<file path="src/design/sld_pkg.sv">
// Package of the serial LED driver chain: sizes, register addresses, item layouts
// and the Code-B font. Used by the top level and by the checker.
package sld_pkg;

    localparam int DEVICES   = 8;
    localparam int CAP       = (DEVICES < 8) ? DEVICES : 8;
    localparam int DEV_W     = (DEVICES > 1) ? $clog2(DEVICES) : 1;
    localparam int MEM_DEPTH = DEVICES * 8;
    localparam int MEM_AW    = $clog2(MEM_DEPTH);

    localparam logic [3:0] ADDR_NOOP       = 4'd0;
    localparam logic [3:0] ADDR_DIGIT_LO   = 4'd1;
    localparam logic [3:0] ADDR_DIGIT_HI   = 4'd8;
    localparam logic [3:0] ADDR_DECODE    = 4'd9;
    localparam logic [3:0] ADDR_INTENSITY = 4'd10;
    localparam logic [3:0] ADDR_SCAN_SPAN  = 4'd11;
    localparam logic [3:0] ADDR_SHUTDOWN   = 4'd12;
    localparam logic [3:0] ADDR_UNDEF_LO   = 4'd13;
    localparam logic [3:0] ADDR_UNDEF_HI   = 4'd14;
    localparam logic [3:0] ADDR_TEST       = 4'd15;

    localparam logic [7:0] CODE_B_FONT [16] = '{
        8'h7E, 8'h30, 8'h6D, 8'h79, 8'h33, 8'h5B, 8'h5F, 8'h70,
        8'h7F, 8'h7B, 8'h01, 8'h4F, 8'h37, 8'h0E, 8'h67, 8'h00};

    typedef struct packed {
        logic [2:0] view_digit;
        logic [2:0] view_device;
        logic       load_pin;
        logic       clock_pin;
        logic       data_pin;
    } in_item_t;

    localparam int IN_W        = $bits(in_item_t);
    localparam int IN_TDATA_W  = ((IN_W + 7) / 8) * 8;

    typedef struct packed {
        logic [3:0]  view_intensity;
        logic [7:0]  segments;
        logic        empty_latch;
        logic        burst_error;
        logic        reserved_addr;
        logic [15:0] raw_word;
        logic [7:0]  register_value;
        logic [3:0]  register_address;
        logic [2:0]  device_index;
    } res_item_t;

    localparam int RES_W       = $bits(res_item_t);
    localparam int OUT_TDATA_W = ((RES_W + 7) / 8) * 8;

endpackage

</file>
<file path="src/design/serial_led_driver_chain.sv">
// Serial LED driver chain: pin-sample stream in, frame result stream out.
// Depends on sld_pkg for sizes, register addresses, item layouts and the font.
//
// Use:
//   cfg channel (cfg_valid/cfg_ready/cfg_data) writes chain_length; write it
//   only while no item is in flight. cfg_ready is always high.
//   s_axis carries one pin sample per item (data, clock, load, viewed device
//   and digit). m_axis returns one result per item, or one result per chained
//   device when a rising load edge latches the chain, far device first;
//   tlast marks the final result of an item and tuser is frame_valid.
// Sequence:
//   An item without a latch goes from accept through a read of the digit memory
//   to its result. An item that latches n devices makes one register write pass
//   over the n devices, one read of the digit memory, then n results. A new item
//   is taken only once the last result of the previous one has been handed to the
//   output register.
// Reset: the chain, bit count, all device registers and the digit store read
//   as zero; chain_length returns to 1.
// Stall: while m_axis_tready is low a waiting result holds in the output register
//   and the result pass stops; one further item may be taken meanwhile.
module serial_led_driver_chain (
    input  logic                               clk,
    input  logic                               rst_n,
    input  logic                               cfg_valid,
    output logic                               cfg_ready,
    input  logic [3:0]                         cfg_data,
    input  logic                               s_axis_tvalid,
    output logic                               s_axis_tready,
    // data_pin, clock_pin, load_pin, view_device[2:0], view_digit[2:0], zero fill
    input  logic [sld_pkg::IN_TDATA_W-1:0]     s_axis_tdata,
    output logic                               m_axis_tvalid,
    input  logic                               m_axis_tready,
    // device_index[2:0], register_address[3:0], register_value[7:0],
    // raw_word[15:0], reserved_addr, burst_error, empty_latch,
    // segments[7:0], view_intensity[3:0], zero fill
    output logic [sld_pkg::OUT_TDATA_W-1:0]    m_axis_tdata,
    // frame_valid
    output logic [0:0]                         m_axis_tuser,
    output logic                               m_axis_tlast
);
    import sld_pkg::*;

    typedef enum logic [1:0] {ST_IDLE, ST_WRITE, ST_READ, ST_EMIT} state_t;

    state_t            state_reg, state_next;
    logic [3:0]        chain_reg;
    logic              prev_clk_reg;
    logic              prev_load_reg;
    logic [15:0]       bit_count_reg;
    logic [15:0]       shift_reg     [DEVICES];
    logic [7:0]        decode_reg    [DEVICES];
    logic [3:0]        intensity_reg [DEVICES];
    logic [2:0]        scan_reg      [DEVICES];
    logic              run_reg       [DEVICES];
    logic              test_reg      [DEVICES];
    logic [MEM_DEPTH-1:0] dig_valid_reg;
    logic [7:0]        digit_mem     [MEM_DEPTH];
    logic [7:0]        rd_data_reg;
    logic              rd_valid_reg;
    logic [2:0]        idx_reg;
    logic              latch_reg;
    logic              empty_reg;
    logic              bad_reg;
    logic [2:0]        vdev_reg;
    logic [2:0]        vdig_reg;
    logic              out_valid_reg;
    res_item_t         out_res_reg;
    logic              out_frame_reg;
    logic              out_last_reg;

    in_item_t          in_item;
    logic              in_acc;
    logic              shift_cond;
    logic              load_rise;
    logic [15:0]       cnt_after;
    logic              latch_now;
    logic [3:0]        n_eff;
    logic [2:0]        top_idx;
    logic [DEV_W-1:0]  wdev;
    logic [15:0]       wraw;
    logic [3:0]        waddr;
    logic              mem_we;
    logic [MEM_AW-1:0] mem_waddr;
    logic [MEM_AW-1:0] mem_raddr;
    logic              view_in;
    logic [DEV_W-1:0]  vdev;
    logic [7:0]        digit_val;
    logic [7:0]        seg;
    logic [3:0]        inten;
    logic              out_free;
    logic [15:0]       eraw;
    res_item_t         res_next;

    assign cfg_ready     = 1'b1;
    assign s_axis_tready = (state_reg == ST_IDLE);
    assign in_item       = in_item_t'(s_axis_tdata[IN_W-1:0]);
    assign in_acc        = s_axis_tvalid && s_axis_tready;

    always_comb
    begin
        if (chain_reg == 4'd0)
            n_eff = 4'd1;
        else if (32'(chain_reg) > CAP)
            n_eff = 4'(CAP);
        else
            n_eff = chain_reg;
        top_idx = 3'(n_eff - 4'd1);
    end

    assign shift_cond = in_item.clock_pin && !prev_clk_reg && !prev_load_reg;
    assign load_rise  = in_item.load_pin && !prev_load_reg;
    assign cnt_after  = (shift_cond && bit_count_reg != 16'hFFFF) ?
                        bit_count_reg + 16'd1 : bit_count_reg;
    assign latch_now  = load_rise && (cnt_after != 16'd0);

    assign wdev      = DEV_W'(idx_reg);
    assign wraw      = shift_reg[wdev];
    assign waddr     = wraw[11:8];
    assign mem_we    = (state_reg == ST_WRITE) && (waddr >= ADDR_DIGIT_LO)
                       && (waddr <= ADDR_DIGIT_HI);
    assign mem_waddr = MEM_AW'({idx_reg, 3'(waddr - ADDR_DIGIT_LO)});
    assign mem_raddr = MEM_AW'({vdev_reg, vdig_reg});

    assign view_in   = (32'(vdev_reg) < DEVICES);
    assign vdev      = DEV_W'(vdev_reg);
    assign digit_val = rd_valid_reg ? rd_data_reg : 8'h00;

    always_comb
    begin
        if (!view_in)
            seg = 8'h00;
        else if (test_reg[vdev])
            seg = 8'hFF;
        else if (!run_reg[vdev])
            seg = 8'h00;
        else if (vdig_reg > scan_reg[vdev])
            seg = 8'h00;
        else if (decode_reg[vdev][vdig_reg])
            seg = CODE_B_FONT[digit_val[3:0]] | (digit_val & 8'h80);
        else
            seg = digit_val;
        inten = view_in ? intensity_reg[vdev] : 4'd0;
    end

    assign out_free = !out_valid_reg || m_axis_tready;
    assign eraw     = shift_reg[DEV_W'(idx_reg)];

    always_comb
    begin
        res_next                = '0;
        res_next.segments       = seg;
        res_next.view_intensity = inten;
        if (latch_reg)
        begin
            res_next.device_index     = idx_reg;
            res_next.register_address = eraw[11:8];
            res_next.register_value   = eraw[7:0];
            res_next.raw_word         = eraw;
            res_next.reserved_addr    = (eraw[11:8] == ADDR_UNDEF_LO)
                                        || (eraw[11:8] == ADDR_UNDEF_HI);
            res_next.burst_error      = bad_reg;
        end
        else
        begin
            res_next.empty_latch = empty_reg;
        end
    end

    always_comb
    begin
        state_next = state_reg;
        case (state_reg)
            ST_IDLE:
            begin
                if (in_acc)
                    state_next = latch_now ? ST_WRITE : ST_READ;
            end
            ST_WRITE:
            begin
                if (idx_reg == 3'd0)
                    state_next = ST_READ;
            end
            ST_READ:
            begin
                state_next = ST_EMIT;
            end
            ST_EMIT:
            begin
                if (out_free && (!latch_reg || idx_reg == 3'd0))
                    state_next = ST_IDLE;
            end
            default:
            begin
                state_next = ST_IDLE;
            end
        endcase
    end

    always_ff @(posedge clk)
    begin
        if (mem_we)
            digit_mem[mem_waddr] <= wraw[7:0];
        if (state_reg == ST_READ)
        begin
            rd_data_reg  <= digit_mem[mem_raddr];
            rd_valid_reg <= dig_valid_reg[mem_raddr];
        end
    end

    always_ff @(posedge clk or negedge rst_n)
    begin
        if (!rst_n)
        begin
            state_reg     <= ST_IDLE;
            chain_reg     <= 4'd1;
            prev_clk_reg  <= 1'b0;
            prev_load_reg <= 1'b0;
            bit_count_reg <= '0;
            dig_valid_reg <= '0;
            idx_reg       <= '0;
            latch_reg     <= 1'b0;
            empty_reg     <= 1'b0;
            bad_reg       <= 1'b0;
            vdev_reg      <= '0;
            vdig_reg      <= '0;
            out_valid_reg <= 1'b0;
            out_res_reg   <= '0;
            out_frame_reg <= 1'b0;
            out_last_reg  <= 1'b0;
            for (int i = 0; i < DEVICES; i++)
            begin
                shift_reg[i]     <= '0;
                decode_reg[i]    <= '0;
                intensity_reg[i] <= '0;
                scan_reg[i]      <= '0;
                run_reg[i]       <= 1'b0;
                test_reg[i]      <= 1'b0;
            end
        end
        else
        begin
            state_reg <= state_next;
            if (cfg_valid && cfg_ready)
                chain_reg <= cfg_data;
            if (out_valid_reg && m_axis_tready && (state_reg != ST_EMIT))
                out_valid_reg <= 1'b0;

            case (state_reg)
                ST_IDLE:
                begin
                    if (in_acc)
                    begin
                        if (shift_cond)
                        begin
                            shift_reg[0] <= {shift_reg[0][14:0], in_item.data_pin};
                            for (int i = 1; i < DEVICES; i++)
                            begin
                                if (i < 32'(n_eff))
                                    shift_reg[i] <= {shift_reg[i][14:0],
                                                     shift_reg[i-1][15]};
                            end
                        end
                        prev_clk_reg  <= in_item.clock_pin;
                        prev_load_reg <= in_item.load_pin;
                        bit_count_reg <= latch_now ? 16'd0 : cnt_after;
                        latch_reg     <= latch_now;
                        empty_reg     <= load_rise && (cnt_after == 16'd0);
                        bad_reg       <= (cnt_after != {8'd0, n_eff, 4'd0});
                        vdev_reg      <= in_item.view_device;
                        vdig_reg      <= in_item.view_digit;
                        idx_reg       <= top_idx;
                    end
                end
                ST_WRITE:
                begin
                    case (waddr)
                        ADDR_DECODE:     decode_reg[wdev]    <= wraw[7:0];
                        ADDR_INTENSITY:  intensity_reg[wdev] <= wraw[3:0];
                        ADDR_SCAN_SPAN:  scan_reg[wdev]      <= wraw[2:0];
                        ADDR_SHUTDOWN:   run_reg[wdev]       <= wraw[0];
                        ADDR_TEST:       test_reg[wdev]      <= wraw[0];
                        default:         ;
                    endcase
                    if (mem_we)
                        dig_valid_reg[mem_waddr] <= 1'b1;
                    if (idx_reg != 3'd0)
                        idx_reg <= idx_reg - 3'd1;
                end
                ST_READ:
                begin
                    idx_reg <= top_idx;
                end
                ST_EMIT:
                begin
                    if (out_free)
                    begin
                        out_valid_reg <= 1'b1;
                        out_res_reg   <= res_next;
                        out_frame_reg <= latch_reg;
                        out_last_reg  <= !latch_reg || (idx_reg == 3'd0);
                        if (latch_reg && idx_reg != 3'd0)
                            idx_reg <= idx_reg - 3'd1;
                    end
                end
                default:
                begin
                end
            endcase
        end
    end

    assign m_axis_tvalid = out_valid_reg;
    assign m_axis_tdata  = OUT_TDATA_W'(out_res_reg);
    assign m_axis_tuser  = out_frame_reg;
    assign m_axis_tlast  = out_last_reg;

endmodule

</file>
<file path="config.mk">
export PLATFORM = sky130hd
export DESIGN_NAME = serial_led_driver_chain
export DESIGN_NICKNAME = d
export VERILOG_FILES = /design/src/design/sld_pkg.sv /design/src/design/serial_led_driver_chain.sv
export SDC_FILE = /design/constraint.sdc
export NUM_CORES = 1
export LEC_CHECK = 0
export BUFFER_PORTS_ARGS = -buffer_cell sky130_fd_sc_hd__buf_2
export CAP_MARGIN = 20
export CELL_PAD_IN_SITES_DETAIL_PLACEMENT = 0
export CELL_PAD_IN_SITES_GLOBAL_PLACEMENT = 2
export CORE_MARGIN = 10
export CORE_UTILIZATION = 47
export DETAILED_ROUTE_END_ITERATION = 16
export GPL_TIMING_DRIVEN = 0
export PLACE_DENSITY = 0.84
export SYNTH_ARGS = -nofsm -noshare
export SYNTH_HDL_FRONTEND = slang
export SYNTH_SLANG_ARGS = --single-unit
</file>
<file path="constraint.sdc">
create_clock -name clk -period 4.3 [get_ports clk]
set_input_delay 0.43 -clock clk [delete_from_list [all_inputs] [get_ports clk]]
set_output_delay 0.43 -clock clk [all_outputs]
set_load 0.05 [all_outputs]
</file>
==> impl_metrics.yaml <==
run_status:
  run_status: "finished clean"
clock_network:
  clk_pin_slew_worst_paths_ns: 0.06
  clk_latency_ns: 0.67
  cts-htree-levels: 3
  tritoncts: "done"
  root_buffer: "clkbuf_16"
  cts_sinks: 922
  clk_path_buf_depth: 3
  cts_buffers: 96
min_path:
  hold_depth: 3
  min_path_type: "in2reg"
  holdPathEnd: "vdig_reg[2]$_DFFE_PN0P_"
  min-delay-start: "s_axis_tdata[8]"
yosys:
  synth_flop_cell: "edfxtp_1"
  syn_area_um2: 39200
  synthDistinctLibCells: 77
  synth-edff-count: 521
  syn_avg_cell_area_um2: 16.2
  yosysSeqAreaShare: 0.656
  yosys.area.top_type_share: 0.399
  ys_seq_elements: 922
  synthCells: 2417
  synth.area.top_cells: "edfxtp_1 40%, dfrtp_1 26%, mux4_2 12%"
  yosysWarnings: 0
  synth_top_area_cell: "edfxtp_1"
  async_flop_share: 0.435
finish:
  largest_reg_flops: 512
  antenna_cells: 0
  seqCellArea_um2: 25700
  multi_input_area_um2: 13000
  fillers: 6395
  syn_to_final_growth_pct: 15.8
  drive_gt1_frac: 0.318
  instances_no_fill: 3772
  finalNetCount: 2674
sta:
  setup_viol: 0
  period_needed_ns: 4.20
  fmax_mhz: 238
  fin_skew_ns: 0.0488
  hold_viol_final: 0
  slew_headroom: 0.259
  slew_violations: 0
  finalSetupTns_ns: 0
  worstMarginPinSlew_ns: 1.11
  rsz0062_at_grt: "no"
  timing.final.crit_share: 0.976
worst_setup_path:
  rr_startpoint: "idx_reg[0]$_DFFE_PN0P_"
  crit_arrival_ns: 4.50
  required_ns: 4.61
  crit_type: "reg2reg"
  reg2reg_slack_ns: 0.10
  r2r_end: "digit_mem[62][3]$_DFFE_PP_"
  reg2reg_depth: 15
  end_kind: "register"
  cp-start-kind: "register"
  path_max_fanout: 10
route:
  wl_per_cell_um: 27.1
  vias: 22600
  ant_nets: 0
  wl_mm: 102
  drtIter0Drc: 2191
  drc_errors: 0
  dr.pass1.iters: 5
  post_drt_via_cell_ratio: 6.00
global_routing:
  grt_start_max_net_pins: 123
  grt_pass1_wl_mm: 154
  antenna_found_initial: 2
  grt_usage: 0.216
  grt_pass1_vias: 23300
  overflow: 0
pwr:
  clkPwrFrac: 0.348
  seqPwrFrac: 0.412
  p_total_w: 0.0237
  leakagePower_nw: 17.4
  p_comb_frac: 0.240
  power_density_nw_per_um2: 523
  netSwitchingPower_w: 0.00743
  intPower_w: 0.0163
  max-vdd-ir-drop_v: 0.000399
  netSwitchingFraction: 0.313
placed_design:
  io_buffers: 67
  dpl.hpwl_mm: 70.0
  dp_cells: 3567
  gp_congestion: 0.866
floorplanning:
  placementRows: 105
  fp.dieH_um: 309
  die_x_um: 309
  pin_count: 78
  die_area_um2: 95300
  initial_utilization: 0.475
  core_um2: 82400
flow_run:
  drv_cap: 0
[cell usage after synthesis, types with 3 or more instances]
cell / n
clkbuf_1: 91
xnor2_1: 9
edfxtp_1: 521
xor2_1: 10
nand4_1: 17
o211ai_1: 4
mux4_2: 217
a22o_1: 13
a211oi_1: 7
buf_1: 11
nor3b_1: 3
nand2_8: 8
a221o_1: 3
nand2b_1: 8
nor3_1: 12
nand3b_1: 3
o22ai_1: 4
ha_1: 21
a31oi_1: 10
nor2b_1: 10
a21oi_1: 27
and4_1: 9
buf_4: 25
nor3_2: 4
and2_1: 11
o21a_1: 3
or3_1: 3
nand2_1: 236
nand3_1: 27
or2_2: 9
a221oi_1: 4
a22oi_1: 44
o21ai_0: 95
mux2_2: 172
nor2_1: 95
and3_1: 27
mux2_4: 33
inv_1: 26
buf_2: 44
o21bai_1: 48
dfrtp_1: 400
or2_1: 10
mux2i_1: 40
[cell usage in the layout (no fill, tap or decap), types with 11 or more instances in the layout]
master	netlist	final
nand2_1	236	234
inv_1	26	21
edfxtp_1	521	521
a21oi_1	27	27
nand3_1	27	23
nand4_1	17	17
ha_1	21	20
nor2_1	95	47
nor3_1	12	12
o21ai_0	95	94
buf_2	44	96
buf_4	25	36
mux2i_1	40	40
o21bai_1	48	48
a22oi_1	44	44
dlygate4sd3_1	0	11
mux4_2	217	217
and3_2	0	14
clkbuf_8	0	13
and2_1	11	11
dfrtp_1	400	399
a22o_1	13	13
nor2_4	1	49
clkbuf_16	0	97
mux2_4	33	33
buf_12	1	28
and3_1	27	13
clkinv_2	0	12
mux2_2	172	172
clkbuf_1	91	104
[cells by family (layout without fill, tap and decap cells)]
group / Yosys count / after routing / share of synthesized area
flops: 922 / 922 / 0.656
xor+xnor: 20 / 20 / 0.00466
compound gates: 284 / 284 / 0.0481
other cells: 2 / 3 / 0.000192
simple gates: 505 / 505 / 0.0637
fa+ha+maj: 21 / 21 / 0.00671
buf+inv: 201 / 485 / 0.0239
mux: 462 / 462 / 0.197
[layout make-up]
type,instances,area share
multi-input combinational,1295,0.287
sequential,922,0.566
tap,1070,0.0295
inverter,27,0.00226
timing repair buffer,116,0.0259
clock inverter,43,0.0110
buffer,170,0.0206
clock buffer,129,0.0579
[metrics by stage]
stage / instance area [um^2] / setup slack, ns / hold WS, ns / util
after floorplan: 39200 / 0.463 / 0.134 / -
after global placement: 40800 / -5.03 / 0.442 / 0.496
after detailed placement: 41100 / -1.10 / 0.450 / 0.499
after CTS: 45200 / 0.00348 / 0.000712 / 0.549
after global routing: 45400 / 0.00582 / 0.0150 / 0.551
final: 45400 / 0.105 / 0.0152 / 0.551
[repair_timing]
| item | CTS | global route |
|---|---|---|
| gates cloned | 0 | 0 |
| buffers inserted | 21 | 4 |
| pin swaps | 23 | 6 |
| endpoints found under the setup margin | 668 | 589 |
| gates resized for setup | 150 | 20 |
| endpoints found under the hold margin | 94 | 0 |
| hold buffers | 11 | 0 |
[power by group through the flow]
stage | Clock (W) | Sequential [W] | Combinational (W)
finish | 0.00825 | 0.00978 | 0.00569
global route | 0.00871 | 0.00980 | 0.00604
CTS | 0.00837 | 0.00977 | 0.00568
detailed placement | 0 | 0.00995 | 0.00566
global placement | 0 | 0.00995 | 0.00560
floorplan | 0 | 0.0101 | 0.00347
[metal layers]
| metal | track usage | share of wire | up-vias |
|---|---|---|---|
| met1 | 0.304 | 0.43 | 12000 |
| li1 | - | - | 9651 |
| met2 | 0.345 | 0.48 | 880 |
| met3 | 0.0413 | 0.073 | 161 |
| met5 | 0 | 0 | - |
| met4 | 0.0533 | 0.024 | 0 |
[how the worst max path moves through the flow]
stage / from / to / slack [ns] / cells past startpoint
5_1_grt: idx_reg[0]$_DFFE_PN0P_ / digit_mem[0][2]$_DFFE_PP_ / 0.006 / 15
3_5_place_dp: idx_reg[2]$_DFFE_PN0P_ / digit_mem[40][1]$_DFFE_PP_ / -1.10 / 10
6_report: idx_reg[0]$_DFFE_PN0P_ / digit_mem[62][3]$_DFFE_PP_ / 0.10 / 15
3_3_place_gp: rst_n / dig_valid_reg[47]$_DFFE_PN0P_ / -5.03 / 1
2_1_floorplan: idx_reg[0]$_DFFE_PN0P_ / digit_mem[32][0]$_DFFE_PP_ / 0.46 / 16
4_1_cts: idx_reg[0]$_DFFE_PN0P_ / digit_mem[14][5]$_DFFE_PP_ / 0.003 / 12
[worst max-delay path, cell delays in order (launching register included)]
cell and delay, ns:
dfrtp_2 0.42, buf_6 0.16, buf_2 0.22, buf_6 0.20, mux4_2 0.52, nor2b_1 0.14, a221o_2 0.41, inv_2 0.15
ha_2 0.29, inv_1 0.06, a31oi_1 0.13, o21a_2 0.21, buf_4 0.22, nand2_1 0.11, buf_2 0.27, nor2_4 0.30
No activity file was read; power rests on OpenSTA's default activity.
